<file path="src/rtl/asc_pkg.sv">
`timescale 1ns / 1ps
package asc_pkg;

   localparam int TABLE_ENTRIES = 1000;
   localparam int ROM_SIZE = 1000;
   localparam int ROM_HEAD = 20;
   localparam int IDX_W = $clog2(ROM_SIZE);
   localparam int IDX_MAX = (TABLE_ENTRIES - 1 < ROM_SIZE - 1) ? TABLE_ENTRIES - 1
                                                                : ROM_SIZE - 1;
   localparam int TE_W = $clog2(TABLE_ENTRIES + 1);
   localparam int IDX_PROD_W = 17 + TE_W + 1;
   localparam int ALPHA_W = 16;
   localparam int SQRT_W = 25;
   localparam int D_W = 57;
   localparam int Q_W = 32;
   localparam int QUEUE_DEPTH = 4;
   localparam int QPTR_W = $clog2(QUEUE_DEPTH);
   localparam int CH = 3;

   typedef logic [31:0] head_table_type [ROM_HEAD];
   typedef logic [31:0] tail_table_type [ROM_SIZE - ROM_HEAD];
   typedef logic [ALPHA_W-1:0] alpha_table_type [ROM_SIZE];
   typedef logic [SQRT_W-1:0] sqrt_table_type [ROM_SIZE];

   localparam head_table_type ALPHA_HEAD = '{
      0,560786,1119630,1670650,2218160,2759560,3296210,3828120,4354400,4876950,
      5393340,5906670,6413630,6917860,7415840,7911100,8400550,8886970,9368320,9846020
   };

   localparam tail_table_type ALPHA_TAIL = '{
103197,107888,112552,117159,121755,126277,130800,135249,139689,144079,
148438,152773,157052,161330,165535,169734,173892,178013,182129,186173,
190217,194218,198186,202152,206045,209938,213799,217619,221438,225200,
228947,232686,236361,240036,243686,247289,250893,254459,257992,261526,
265012,268477,271942,275354,278750,282147,285490,288819,292149,295427,
298690,301953,305172,308370,311568,314732,317865,320998,324113,327182,
330251,333320,336327,339333,342340,345307,348251,351195,354127,357010,
359893,362776,365616,368439,371261,374077,376839,379602,382365,385100,
387804,390508,393212,395873,398519,401165,403811,406404,408992,411581,
414168,416700,419232,421763,424294,426769,429245,431721,434196,436620,
439041,441461,443881,446260,448626,450992,453357,455696,458008,460320,
462632,464937,467196,469455,471714,473972,476196,478403,480609,482815,
485017,487171,489326,491480,493634,495768,497871,499974,502077,504180,
506253,508306,510358,512410,514462,516481,518484,520486,522488,524490,
526462,528414,530367,532320,534273,536203,538107,540011,541915,543819,
545716,547571,549427,551282,553138,554993,556815,558623,560431,562238,
564046,565849,567609,569369,571130,572890,574651,576394,578108,579821,
581535,583249,584962,586654,588322,589989,591657,593324,594992,596640,
598262,599884,601505,603127,604749,606362,607939,609515,611092,612668,
614245,615821,617363,618895,620426,621958,623490,625022,626545,628032,
629520,631007,632495,633982,635470,636940,638383,639827,641270,642714,
644158,645601,647027,648427,649827,651227,652628,654028,655428,656820,
658177,659534,660891,662248,663605,664962,666319,667644,668959,670273,
671587,672902,674216,675530,676842,678114,679386,680658,681930,683202,
684474,685746,687013,688243,689473,690703,691933,693163,694393,695623,
696853,698045,699234,700422,701610,702799,703987,705176,706364,707535,
708682,709829,710976,712123,713270,714417,715564,716711,717834,718939,
720045,721151,722257,723363,724469,725575,726681,727767,728832,729898,
730963,732028,733093,734158,735223,736288,737353,738378,739402,740427,
741451,742476,743500,744524,745549,746573,747593,748577,749561,750545,
751529,752513,753497,754481,755465,756449,757433,758382,759326,760270,
761213,762157,763101,764045,764988,765932,766876,767813,768717,769621,
770524,771428,772332,773235,774139,775042,775946,776850,777753,778618,
779482,780345,781209,782072,782936,783800,784663,785527,786390,787254,
788106,788930,789754,790577,791401,792225,793048,793872,794696,795519,
796343,797167,797990,798774,799557,800341,801125,801909,802692,803476,
804260,805044,805827,806611,807395,808174,808918,809661,810405,811149,
811893,812637,813381,814124,814868,815612,816356,817100,817844,818566,
819270,819973,820677,821381,822085,822789,823493,824197,824901,825604,
826308,827012,827716,828412,829076,829740,830404,831068,831731,832395,
833059,833723,834387,835051,835714,836378,837042,837706,838370,838994,
839618,840242,840865,841489,842113,842737,843360,843984,844608,845231,
845855,846479,847102,847726,848350,848942,849525,850109,850692,851275,
851859,852442,853025,853609,854192,854775,855359,855942,856526,857109,
857692,858276,858840,859383,859926,860469,861011,861554,862097,862640,
863183,863726,864268,864811,865354,865897,866440,866983,867525,868068,
868611,869119,869621,870123,870625,871127,871629,872131,872634,873136,
873638,874140,874642,875144,875646,876148,876650,877152,877654,878157,
878659,879130,879591,880052,880514,880975,881436,881897,882358,882819,
883280,883741,884202,884663,885124,885585,886047,886508,886969,887430,
887891,888352,888813,889240,889659,890079,890499,890919,891339,891759,
892178,892598,893018,893438,893858,894277,894697,895117,895537,895957,
896377,896796,897216,897636,898056,898476,898895,899283,899661,900040,
900418,900796,901175,901553,901931,902309,902688,903066,903444,903823,
904201,904579,904957,905336,905714,906092,906471,906849,907227,907606,
907984,908362,908740,909116,909452,909789,910125,910462,910798,911135,
911471,911808,912145,912481,912818,913154,913491,913827,914164,914500,
914837,915174,915510,915847,916183,916520,916856,917193,917529,917866,
918203,918539,918876,919210,919504,919799,920094,920388,920683,920978,
921272,921567,921862,922156,922451,922746,923040,923335,923630,923924,
924219,924514,924808,925103,925398,925692,925987,926282,926576,926871,
927166,927461,927755,928050,928345,928639,928934,929229,929490,929743,
929996,930249,930502,930754,931007,931260,931513,931766,932018,932271,
932524,932777,933029,933282,933535,933788,934041,934293,934546,934799,
935052,935305,935557,935810,936063,936316,936568,936821,937074,937327,
937580,937832,938085,938338,938591,938844,939096,939349,939568,939779,
939990,940201,940412,940623,940834,941045,941256,941467,941678,941890,
942101,942312,942523,942734,942945,943156,943367,943578,943789,944000,
944212,944423,944634,944845,945056,945267,945478,945689,945900,946111,
946322,946534,946745,946956,947167,947378,947589,947800,948011,948222,
948433,948645,948856,949067,949278,949489,949660,949830,950000,950170,
950340,950509,950679,950849,951019,951189,951359,951529,951699,951869,
952038,952208,952378,952548,952718,952888,953058,953228,953398,953567,
953737,953907,954077,954247,954417,954587,954757,954927,955096,955266,
955436,955606,955776,955946,956116,956286,956456,956625,956795,956965,
957135,957305,957475,957645,957815,957985,958154,958324,958494,958664,
958834,959004,959174,959344,959514,959663,959792,959922,960051,960181,
960311,960440,960570,960699,960829,960959,961088,961218,961347,961477,
961606,961736,961866,961995,962125,962254,962384,962514,962643,962773,
962902,963032,963162,963291,963421,963550,963680,963809,963939,964069,
964198,964328,964457,964587,964717,964846,964976,965105,965235,965364,
965494,965624,965753,965883,966012,966142,966272,966401,966531,966660,
966790,966919,967049,967179,967308,967438,967567,967697,967827,967956,
968086,968215,968345,968474,968604,968734,968863,968993,969122,969252,
969382,969511,969641,969748,969839,969930,970020,970111,970202,970292,
970383,970474,970564,970655,970746,970836,970927,971018,971108,971199,
971290,971380,971471,971562,971652,971743,971834,971924,972015,972106,
972197,972287,972378,972469,972559,972650,972741,972831,972922,973013,
973103,973194,973285,973375,973466,973557,973647,973738,973829,973919,
974010,974101,974191,974282,974373,974463,974554,974645,974735,974826,
974917,975007,975098,975189,975279,975370,975461,975551,975642,975733,
975823,975914,976005,976095,976186,976277,976368,976458,976549,976640,
976730,976821,976912,977002,977093,977184,977274,977365,977456,977546,
977637,977728,977818,977909,978000,978090,978181,978272,978362,978453,
978544,978634,978725,978816,978906,978997,979088,979178,979269,979360,
979450,979541,979632,979722,979807,979861,979914,979968,980021,980075,
980128,980182,980236,980289,980343,980396,980450,980503,980557,980611,
980664,980718,980771,980825,980878,980932,980986,981039,981093,981146
   };

   function automatic alpha_table_type make_alpha_rom();
      alpha_table_type rom;
      longint unsigned v;
      for (int i = 0; i < ROM_SIZE; i++) begin
         if (i < ROM_HEAD) begin
            v = (longint'(ALPHA_HEAD[i]) * 65536 + 50000000) / 100000000;
         end else begin
            v = (longint'(ALPHA_TAIL[i - ROM_HEAD]) * 65536 + 500000) / 1000000;
         end
         rom[i] = v[ALPHA_W-1:0];
      end
      return rom;
   endfunction

   localparam alpha_table_type ALPHA_ROM = make_alpha_rom();

   function automatic longint unsigned isqrt(longint unsigned val);
      longint unsigned v;
      longint unsigned r;
      longint unsigned b;
      v = val;
      r = 0;
      b = 64'd1 << 62;
      while (b > v) b = b >> 2;
      while (b != 0) begin
         if (v >= r + b) begin
            v = v - (r + b);
            r = (r >> 1) + b;
         end else begin
            r = r >> 1;
         end
         b = b >> 2;
      end
      return r;
   endfunction

   function automatic sqrt_table_type make_sqrt_rom();
      sqrt_table_type rom;
      longint unsigned t;
      longint unsigned s;
      for (int i = 0; i < ROM_SIZE; i++) begin
         t = 3 * (65536 - longint'(ALPHA_ROM[i]));
         s = isqrt(t << 32);
         rom[i] = s[SQRT_W-1:0];
      end
      return rom;
   endfunction

   // sqrt(3*(1-alpha)) in Q.24, one entry per alpha entry
   localparam sqrt_table_type SQRT_ROM = make_sqrt_rom();

   typedef struct packed {
      logic [D_W-1:0]     d;
      logic [ALPHA_W-1:0] alpha;
   } chan_type;

   typedef chan_type [CH-1:0] entry_type;

   typedef struct packed {
      logic [D_W-1:0]     d;
      logic [D_W-1:0]     rem;
      logic [Q_W-1:0]     nlow;
      logic [Q_W-1:0]     q;
      logic [ALPHA_W-1:0] alpha;
      logic               sat;
   } div_type;

   typedef struct packed {
      logic push;
      logic full;
      logic pop;
      logic empty;
   } queue_ctl_type;

endpackage

</file>
<file path="src/rtl/asc_queue.sv">
`timescale 1ns / 1ps
module asc_queue (
   input  logic                   clock,
   input  logic                   reset,
   input  asc_pkg::entry_type     wr_data,
   output asc_pkg::entry_type     rd_data,
   input  asc_pkg::queue_ctl_type ctl_in,
   output asc_pkg::queue_ctl_type ctl_out
);
   asc_pkg::entry_type mem_ff [asc_pkg::QUEUE_DEPTH];
   logic [asc_pkg::QPTR_W-1:0] wr_ptr_ff, wr_ptr_in;
   logic [asc_pkg::QPTR_W-1:0] rd_ptr_ff, rd_ptr_in;
   logic [asc_pkg::QPTR_W:0] count_ff, count_in;
   logic do_push, do_pop;

   assign ctl_out.full = (count_ff == (asc_pkg::QPTR_W+1)'(asc_pkg::QUEUE_DEPTH));
   assign ctl_out.empty = (count_ff == '0);
   assign ctl_out.push = do_push;
   assign ctl_out.pop = do_pop;
   assign do_push = ctl_in.push && !ctl_out.full;
   assign do_pop = ctl_in.pop && !ctl_out.empty;
   assign rd_data = mem_ff[rd_ptr_ff];

   always_comb begin
      wr_ptr_in = do_push ? wr_ptr_ff + 1'b1 : wr_ptr_ff;
      rd_ptr_in = do_pop ? rd_ptr_ff + 1'b1 : rd_ptr_ff;
      count_in = count_ff + (asc_pkg::QPTR_W+1)'(do_push) - (asc_pkg::QPTR_W+1)'(do_pop);
   end

   always_ff @(posedge clock) begin
      if (reset) begin
         wr_ptr_ff <= '0;
         rd_ptr_ff <= '0;
         count_ff <= '0;
      end else begin
         wr_ptr_ff <= wr_ptr_in;
         rd_ptr_ff <= rd_ptr_in;
         count_ff <= count_in;
      end
   end

   always_ff @(posedge clock) begin
      if (do_push) begin
         mem_ff[wr_ptr_ff] <= wr_data;
      end
   end
endmodule

</file>
<file path="config.mk">
export PLATFORM = sky130hd
export DESIGN_NAME = asc_queue
export DESIGN_NICKNAME = d
export VERILOG_FILES = /design/src/rtl/asc_pkg.sv /design/src/rtl/asc_queue.sv
export SDC_FILE = /design/constraint.sdc
export NUM_CORES = 1
export LEC_CHECK = 0
export ABC_AREA = 0
export BUFFER_PORTS_ARGS = -buffer_cell sky130_fd_sc_hd__buf_4
export CAP_MARGIN = 25
export CORE_MARGIN = 2
export CORE_UTILIZATION = 51
export DETAILED_ROUTE_END_ITERATION = 6
export PLACE_DENSITY = 0.87
export RECOVER_POWER = 50
export SLEW_MARGIN = 20
export SYNTH_ARGS = -nofsm -noshare
export SYNTH_HDL_FRONTEND = slang
export SYNTH_SLANG_ARGS = --single-unit
</file>
<file path="constraint.sdc">
create_clock -name clock -period 7.9 [get_ports clock]
set_input_delay 1.58 -clock clock [delete_from_list [all_inputs] [get_ports clock]]
set_output_delay 1.58 -clock clock [all_outputs]
set_load 0.02 [all_outputs]
</file>
==> results of run 1 <==
metrics by stage:
stage               instance area (um2)  power (uW)  utilization, %  worst slack, ns
floorplan                         32300        8170               -            0.372
global placement                  36300        9140            57.8             3.50
detailed placement                36300        9220            57.8             3.52
CTS                               39200       13300            62.3             3.27
global route                      38400       13600            61.1             1.98
finish                            38400       13100            61.1             2.35
power groups by stage:
stage	combinational (uW)	clock (uW)	sequential, uW
final	3270	4080	5800
after global routing	3440	4350	5840
after CTS	3360	4170	5800
after detailed placement	3330	0	5890
after global placement	3290	0	5850
after floorplan	2280	0	5890
synthesized netlist by cell type (all sizes together), types with 2 or more instances:
cell and count:
edfxtp 876, mux4 219, buf 49, dfxtp 9
inv 8, ha 6, and2 4, nor2 4
clkbuf 3, a21oi 2, nand2b 2, nor2b 2
o21ai 2, or3 2, xnor2 2
layout make-up:
| class | count | share of cell area [%] |
|---|---|---|
| Multi-Input combinational cell | 252 | 13.5 |
| Antenna cell | 11 | 0.0717 |
| Clock buffer | 104 | 5.95 |
| Inverter | 8 | 0.0782 |
| Tap cell | 846 | 2.76 |
| Clock inverter | 58 | 1.49 |
| Timing Repair Buffer | 460 | 7.12 |
| Sequential cell | 885 | 69.0 |
cell families after synthesis:
family / count (synthesis) / share of synthesized area (%)
compound gates: 5 / 0.0852
xor+xnor: 3 / 0.0813
fa+ha+maj: 7 / 0.294
buf+inv: 60 / 1.99
flops: 885 / 82.0
mux: 220 / 15.3
simple gates: 17 / 0.290
critical path: stages:
cell and delay [ns]:
clkbuf_4 0.11, inv_1 0.07, nor2_1 0.47, and2_0 2.56, buf_4 0.92
sequential cells by signal (all words and copies together) (netlist names), named ones only:
signal	cells
mem_ff	876
rd_ptr_ff	2
wr_ptr_ff	2
count_ff	3
final timing paths:
check | start | end | slack [ns] | depth (start not counted)
hold / removal | rd_ptr_ff[1]$_SDFFE_PP0P_ | flip-flop | 0.48 | 2
hold reg to reg | rd_ptr_ff[1]$_SDFFE_PP0P_ | flip-flop | 0.48 | 2
setup reg to reg | count_ff[1]$_SDFF_PP0_ | mem_ff[1][177]$_DFFE_PP_ | 2.86 | 5
setup / recovery | ctl_in[3] | mem_ff[1][177]$_DFFE_PP_ | 2.35 | 5
metal layers:
metal / track usage, % / part of all wire (%) / up-vias
li1: - / - / 6209
met1: 23.9 / 36 / 7686
met2: 34.3 / 52 / 613
met3: 5.46 / 7.8 / 150
met4: 9.08 / 4.0 / 6
met5: 0 / 0.058 / -
==> impl_metrics.json, run 1 <==
{
  "cts_resized": 0,
  "setup_violations": 0,
  "netlist.area_leader.share_pct": 81.4,
  "antenna_found_initial": 14,
  "async_reset_ff_share_pct": 0,
  "via_per_inst": 5.59,
  "clkLatencyLatePin_ns": 0.62,
  "power.internal_uw": 9490,
  "yosysSeqAreaShare_pct": 82.0,
  "fin_crit_sh_pct": 70.2,
  "p_clk_share_pct": 31.0,
  "min_period_ns": 5.55,
  "ios": 448,
  "multi_input_area_um2": 5190,
  "gr-usage-all-layers_pct": 20.1,
  "critPathCaptureType": "flip-flop",
  "synth-edff-count": 876,
  "final_cell_mix": "876 x edfxtp_1, 234 x clkbuf_1, 231 x buf_4, 219 x mux4_2, 89 x clkbuf_16",
  "grt-ovfl-total": 0,
  "grt_pass1_wl_mm": 98.3,
  "peakVddDrop_uv": 293,
  "p_leak_uw": 0.0122,
  "die_y_um": 256,
  "cp-start-kind": "primary input",
  "hp-class": "flip-flop to flip-flop",
  "power.share.sequential_pct": 44.1,
  "via_count": 14664,
  "area_growth_pct": 18.8,
  "slew_viol_final": 115,
  "synth_ff_type": "edfxtp_1",
  "initial_core_util_pct": 51.4,
  "cp.arrival_ns": 5.78,
  "hold_viol_final": 0,
  "fp-row-count": 92,
  "violations": "capacitance limit, slew limit",
  "wirelength_mm": 65.7,
  "fin_worst_skew_ns": 0.0251,
  "cts_max_level": 3,
  "drt-pass1-iter-count": 5,
  "core_area_um2": 62900,
  "io_buffers": 445,
  "fp.dieW_um": 256,
  "yosys_warnings": 0,
  "max_cap_violations": 3,
  "finalNonFillerCells": 2624,
  "drc": 0,
  "layout_commonest_cell": "edfxtp_1",
  "register_area_um2": 26500,
  "grt_max_degree": 123,
  "detail-route-antenna-nets": 0,
  "status": "complete, but fails checks",
  "worst-slew-pin-transition_ns": 3.46,
  "synth_top_area_cell": "edfxtp_1",
  "wl_per_cell_um": 25.0,
  "switching_share_pct": 27.8,
  "tns_ns": 0,
  "cts_setup_buffers": 0,
  "post_synth.cell_area_avg_um2": 27.0,
  "die_area_um2": 65400,
  "drive_above_1_share_pct": 33.2,
  "relSlewSlack_pct": -131,
  "routabilityCongestion": 0.740,
  "ys_ff_latch": 885,
  "cts.sinks": 885,
  "clockBufferDepth": 3,
  "place_inst": 2450,
  "cts_tree": "yes",
  "netlist_instances": 1197,
  "synth.top_cells.by_area": "edfxtp_1 81%, mux4_2 15%, buf_12 1.4%, dfxtp_1 0.56%, buf_2 0.34%",
  "yosysUniqueCellTypes": 26,
  "crit_fanout": 51,
  "p_per_area_nw_per_um2": 343,
  "path_clk_slew_ns": 0.06,
  "whs_ns": 0.480,
  "fillers": 4284,
  "dp_hpwl_mm": 38.3,
  "holdBufCountCts": 0,
  "cts_root_buffer": "clkbuf_16",
  "pwr-share-comb_pct": 24.9,
  "fmax_ghz": 0.180,
  "critical_path_required_ns": 8.14,
  "drt_first_iter_violations": 1014,
  "rsz0062_at_grt": "no",
  "synth_fp_nets": 1429,
  "critical_path_class": "primary input to flip-flop",
  "grt_pass1_vias": 15799,
  "final_nets": 1927,
  "switchingPower_uw": 3650,
  "syn_area_um2": 32300,
  "cts_buffers": 88
}
No activity file was read; power rests on OpenSTA's default activity.
==> run 2: changes to the inputs <==
- ABC_AREA: 0 -> 1
- CORE_UTILIZATION: 51 -> 52
- PLACE_DENSITY: 0.87 -> 0.88
- clock period: 7.9 -> 4.85 ns (I/O delays scaled with it)
==> run 2 against run 1 <==
  * Hold slack better by 0.043 ns
  * Utilization is 1.3 points higher
  * Setup slack worse by 1.3 ns
  * The flow still finishes with violations (capacitance limit, slew limit)
  * Critical endpoint is now rd_data[130]
  * Via count is 43% higher
==> impl_metrics.json, run 2 <==
{
  "status": "complete, but fails checks",
  "violations": "capacitance limit, slew limit",
  "clkLatencyLatePin_ns": 0.62,
  "switchingPower_uw": 6960,
  "netlist_instances": 2190,
  "synth.top_cells.by_area": "edfxtp_1 80%, o21ai_0 5.8%, nor2_1 5.2%, o22ai_1 4.2%, o21ai_1 0.84%",
  "die_area_um2": 65100,
  "wirelength_mm": 81.1,
  "synth-edff-count": 876,
  "grt_pass1_vias": 21202,
  "pwr-share-comb_pct": 26.3,
  "grt_pass1_wl_mm": 119,
  "place_inst": 3383,
  "wl_met3_mm": 8.28,
  "synthTopCellsByCount": "876 x edfxtp_1, 452 x nor2_1, 383 x o21ai_0",
  "clockBufferDepth": 3,
  "p_leak_uw": 0.0131,
  "place_area_um2": 37100,
  "syn_area_um2": 32800,
  "cts_buffers": 88,
  "synth_top_area_cell": "edfxtp_1",
  "critPathCaptureType": "primary output",
  "fmax_ghz": 0.261,
  "cp-start-kind": "flip-flop",
  "ios": 448,
  "finalNonFillerCells": 3561,
  "switching_share_pct": 31.6,
  "relSlewSlack_pct": -41.3,
  "worst-slew-pin-transition_ns": 2.12,
  "yosysUniqueCellTypes": 20,
  "ys_ff_latch": 885,
  "drt-pass1-iter-count": 6,
  "synth_fp_nets": 2422,
  "initial_core_util_pct": 52.3,
  "core_area_um2": 62700,
  "grt-ovfl-total": 0,
  "fin_worst_skew_ns": 0.0335,
  "cts_max_level": 3,
  "largestRegisters": "mem_ff x876, count_ff x3",
  "r2r_start": "count_ff[1]$_SDFF_PP0_",
  "cts_setup_buffers": 0,
  "drt_first_iter_violations": 1882,
  "io_buffers": 445,
  "total_power_uw": 22000,
  "wl_met1_mm": 27.9,
  "regMostFlops": "mem_ff",
  "via_per_inst": 5.88,
  "synth_ff_type": "edfxtp_1",
  "synth.most_common_cell": "edfxtp_1",
  "cts_resized": 0,
  "gr-usage-all-layers_pct": 24.0,
  "setup_ws_ns": 1.02,
  "via_count": 20929,
  "final_cell_area_um2": 39100,
  "fp-row-count": 92,
  "antenna_found_initial": 12,
  "hold_viol_final": 0,
  "rsz0062_at_grt": "no",
  "max_cap_violations": 4,
  "post_synth.cell_area_avg_um2": 15.0,
  "hp-class": "primary input to flip-flop",
  "yosysSeqAreaShare_pct": 80.8,
  "drive_above_1_share_pct": 15.1,
  "p_clk_share_pct": 30.6,
  "routabilityCongestion": 0.782,
  "critical_path_required_ns": 3.88,
  "pre_cts_ws_ns": 1.71,
  "hold_start": "reset",
  "holdBufCountCts": 0,
  "largest_register_ffs": 876,
  "die_y_um": 255,
  "yosys_warnings": 0,
  "cp.arrival_ns": 2.86,
  "path_clk_slew_ns": 0.06,
  "fillers": 4357,
  "dp_hpwl_mm": 45.3,
  "netlist.area_leader.share_pct": 80.2,
  "setup_violations": 0,
  "final_nets": 2861,
  "wl_met2_mm": 41.5,
  "maxUsedRoutingLayer": "met5",
  "drc": 0,
  "min_period_ns": 3.83,
  "crit_fanout": 178,
  "cts.sinks": 885,
  "p_per_area_nw_per_um2": 563,
  "area_growth_pct": 19.3,
  "detail-route-antenna-nets": 0,
  "peakVddDrop_uv": 469,
  "cts_root_buffer": "clkbuf_16",
  "critical_path_class": "flip-flop to primary output",
  "layout_commonest_cell": "edfxtp_1",
  "fp.dieW_um": 255,
  "async_reset_ff_share_pct": 0,
  "fin_crit_sh_pct": 79.0,
  "cts_tree": "yes",
  "grt_max_degree": 231,
  "power.internal_uw": 15100,
  "slew_viol_final": 95,
  "power.share.sequential_pct": 43.2,
  "final_cell_mix": "876 x edfxtp_1, 451 x nor2_1, 383 x o21ai_0, 252 x buf_4, 236 x clkbuf_1",
  "wl_per_cell_um": 22.8,
  "tns_ns": 0
}
-- run 2: area by class of cell --
type | count | area (um2) | share of cell area (%)
diodes | 14 | 35.0 | 0.0895
clock buffers | 99 | 2260 | 5.79
clock inverters | 63 | 622 | 1.59
inverters | 21 | 96.3 | 0.246
multi-input cells | 1137 | 5450 | 13.9
flip-flops and latches | 885 | 26500 | 67.7
well taps | 846 | 1060 | 2.71
repair buffers | 496 | 3110 | 7.94
-- run 2: cells by family after synthesis --
group	Yosys count	share of synthesized area (%)
compound gates	662	10.9
buf+inv	168	2.65
fa+ha+maj	7	0.290
flops	885	80.8
simple gates	468	5.37
-- run 2: power groups by stage --
stage	Clock [uW]	Combinational [uW]	Sequential [uW]
3_5_place_dp	0	5770	9650
4_1_cts	6830	5850	9500
2_1_floorplan	0	3320	9760
3_3_place_gp	0	5560	9590
5_1_grt	7090	6140	9560
6_report	6740	5780	9510
-- run 2: metrics by stage --
stage	utilization (%)	hold slack, ns
3_3_place_gp	59.1	0.467
4_1_cts	63.7	0.476
2_1_floorplan	-	0.448
5_1_grt	62.3	0.505
3_5_place_dp	59.1	0.507
6_report	62.4	0.523
-- run 2: critical path: stages (launching register included) --
cell      delay [ns]
dfxtp_4         0.38
clkinv_8        0.44
buf_4           0.54
o21ai_0         0.17
o22ai_1         0.25
buf_4           0.20
-- run 2: routing by layer --
metal	track usage [%]	vias to the layer above
met1	27.6	10368
met2	41.6	1119
li1	-	9193
met4	11.4	8
met3	6.85	241
met5	0	-
-- run 2: path summary, 6_finish.rpt --
check	cells past startpoint	end	slack, ns
setup / recovery	5	rd_data[130]	1.02
hold / removal	2	count_ff[1]$_SDFF_PP0_	0.52
setup reg to reg	5	mem_ff[1][150]$_DFFE_PP_	1.10
hold reg to reg	2	rd_ptr_ff[0]$_SDFFE_PP0P_	0.54
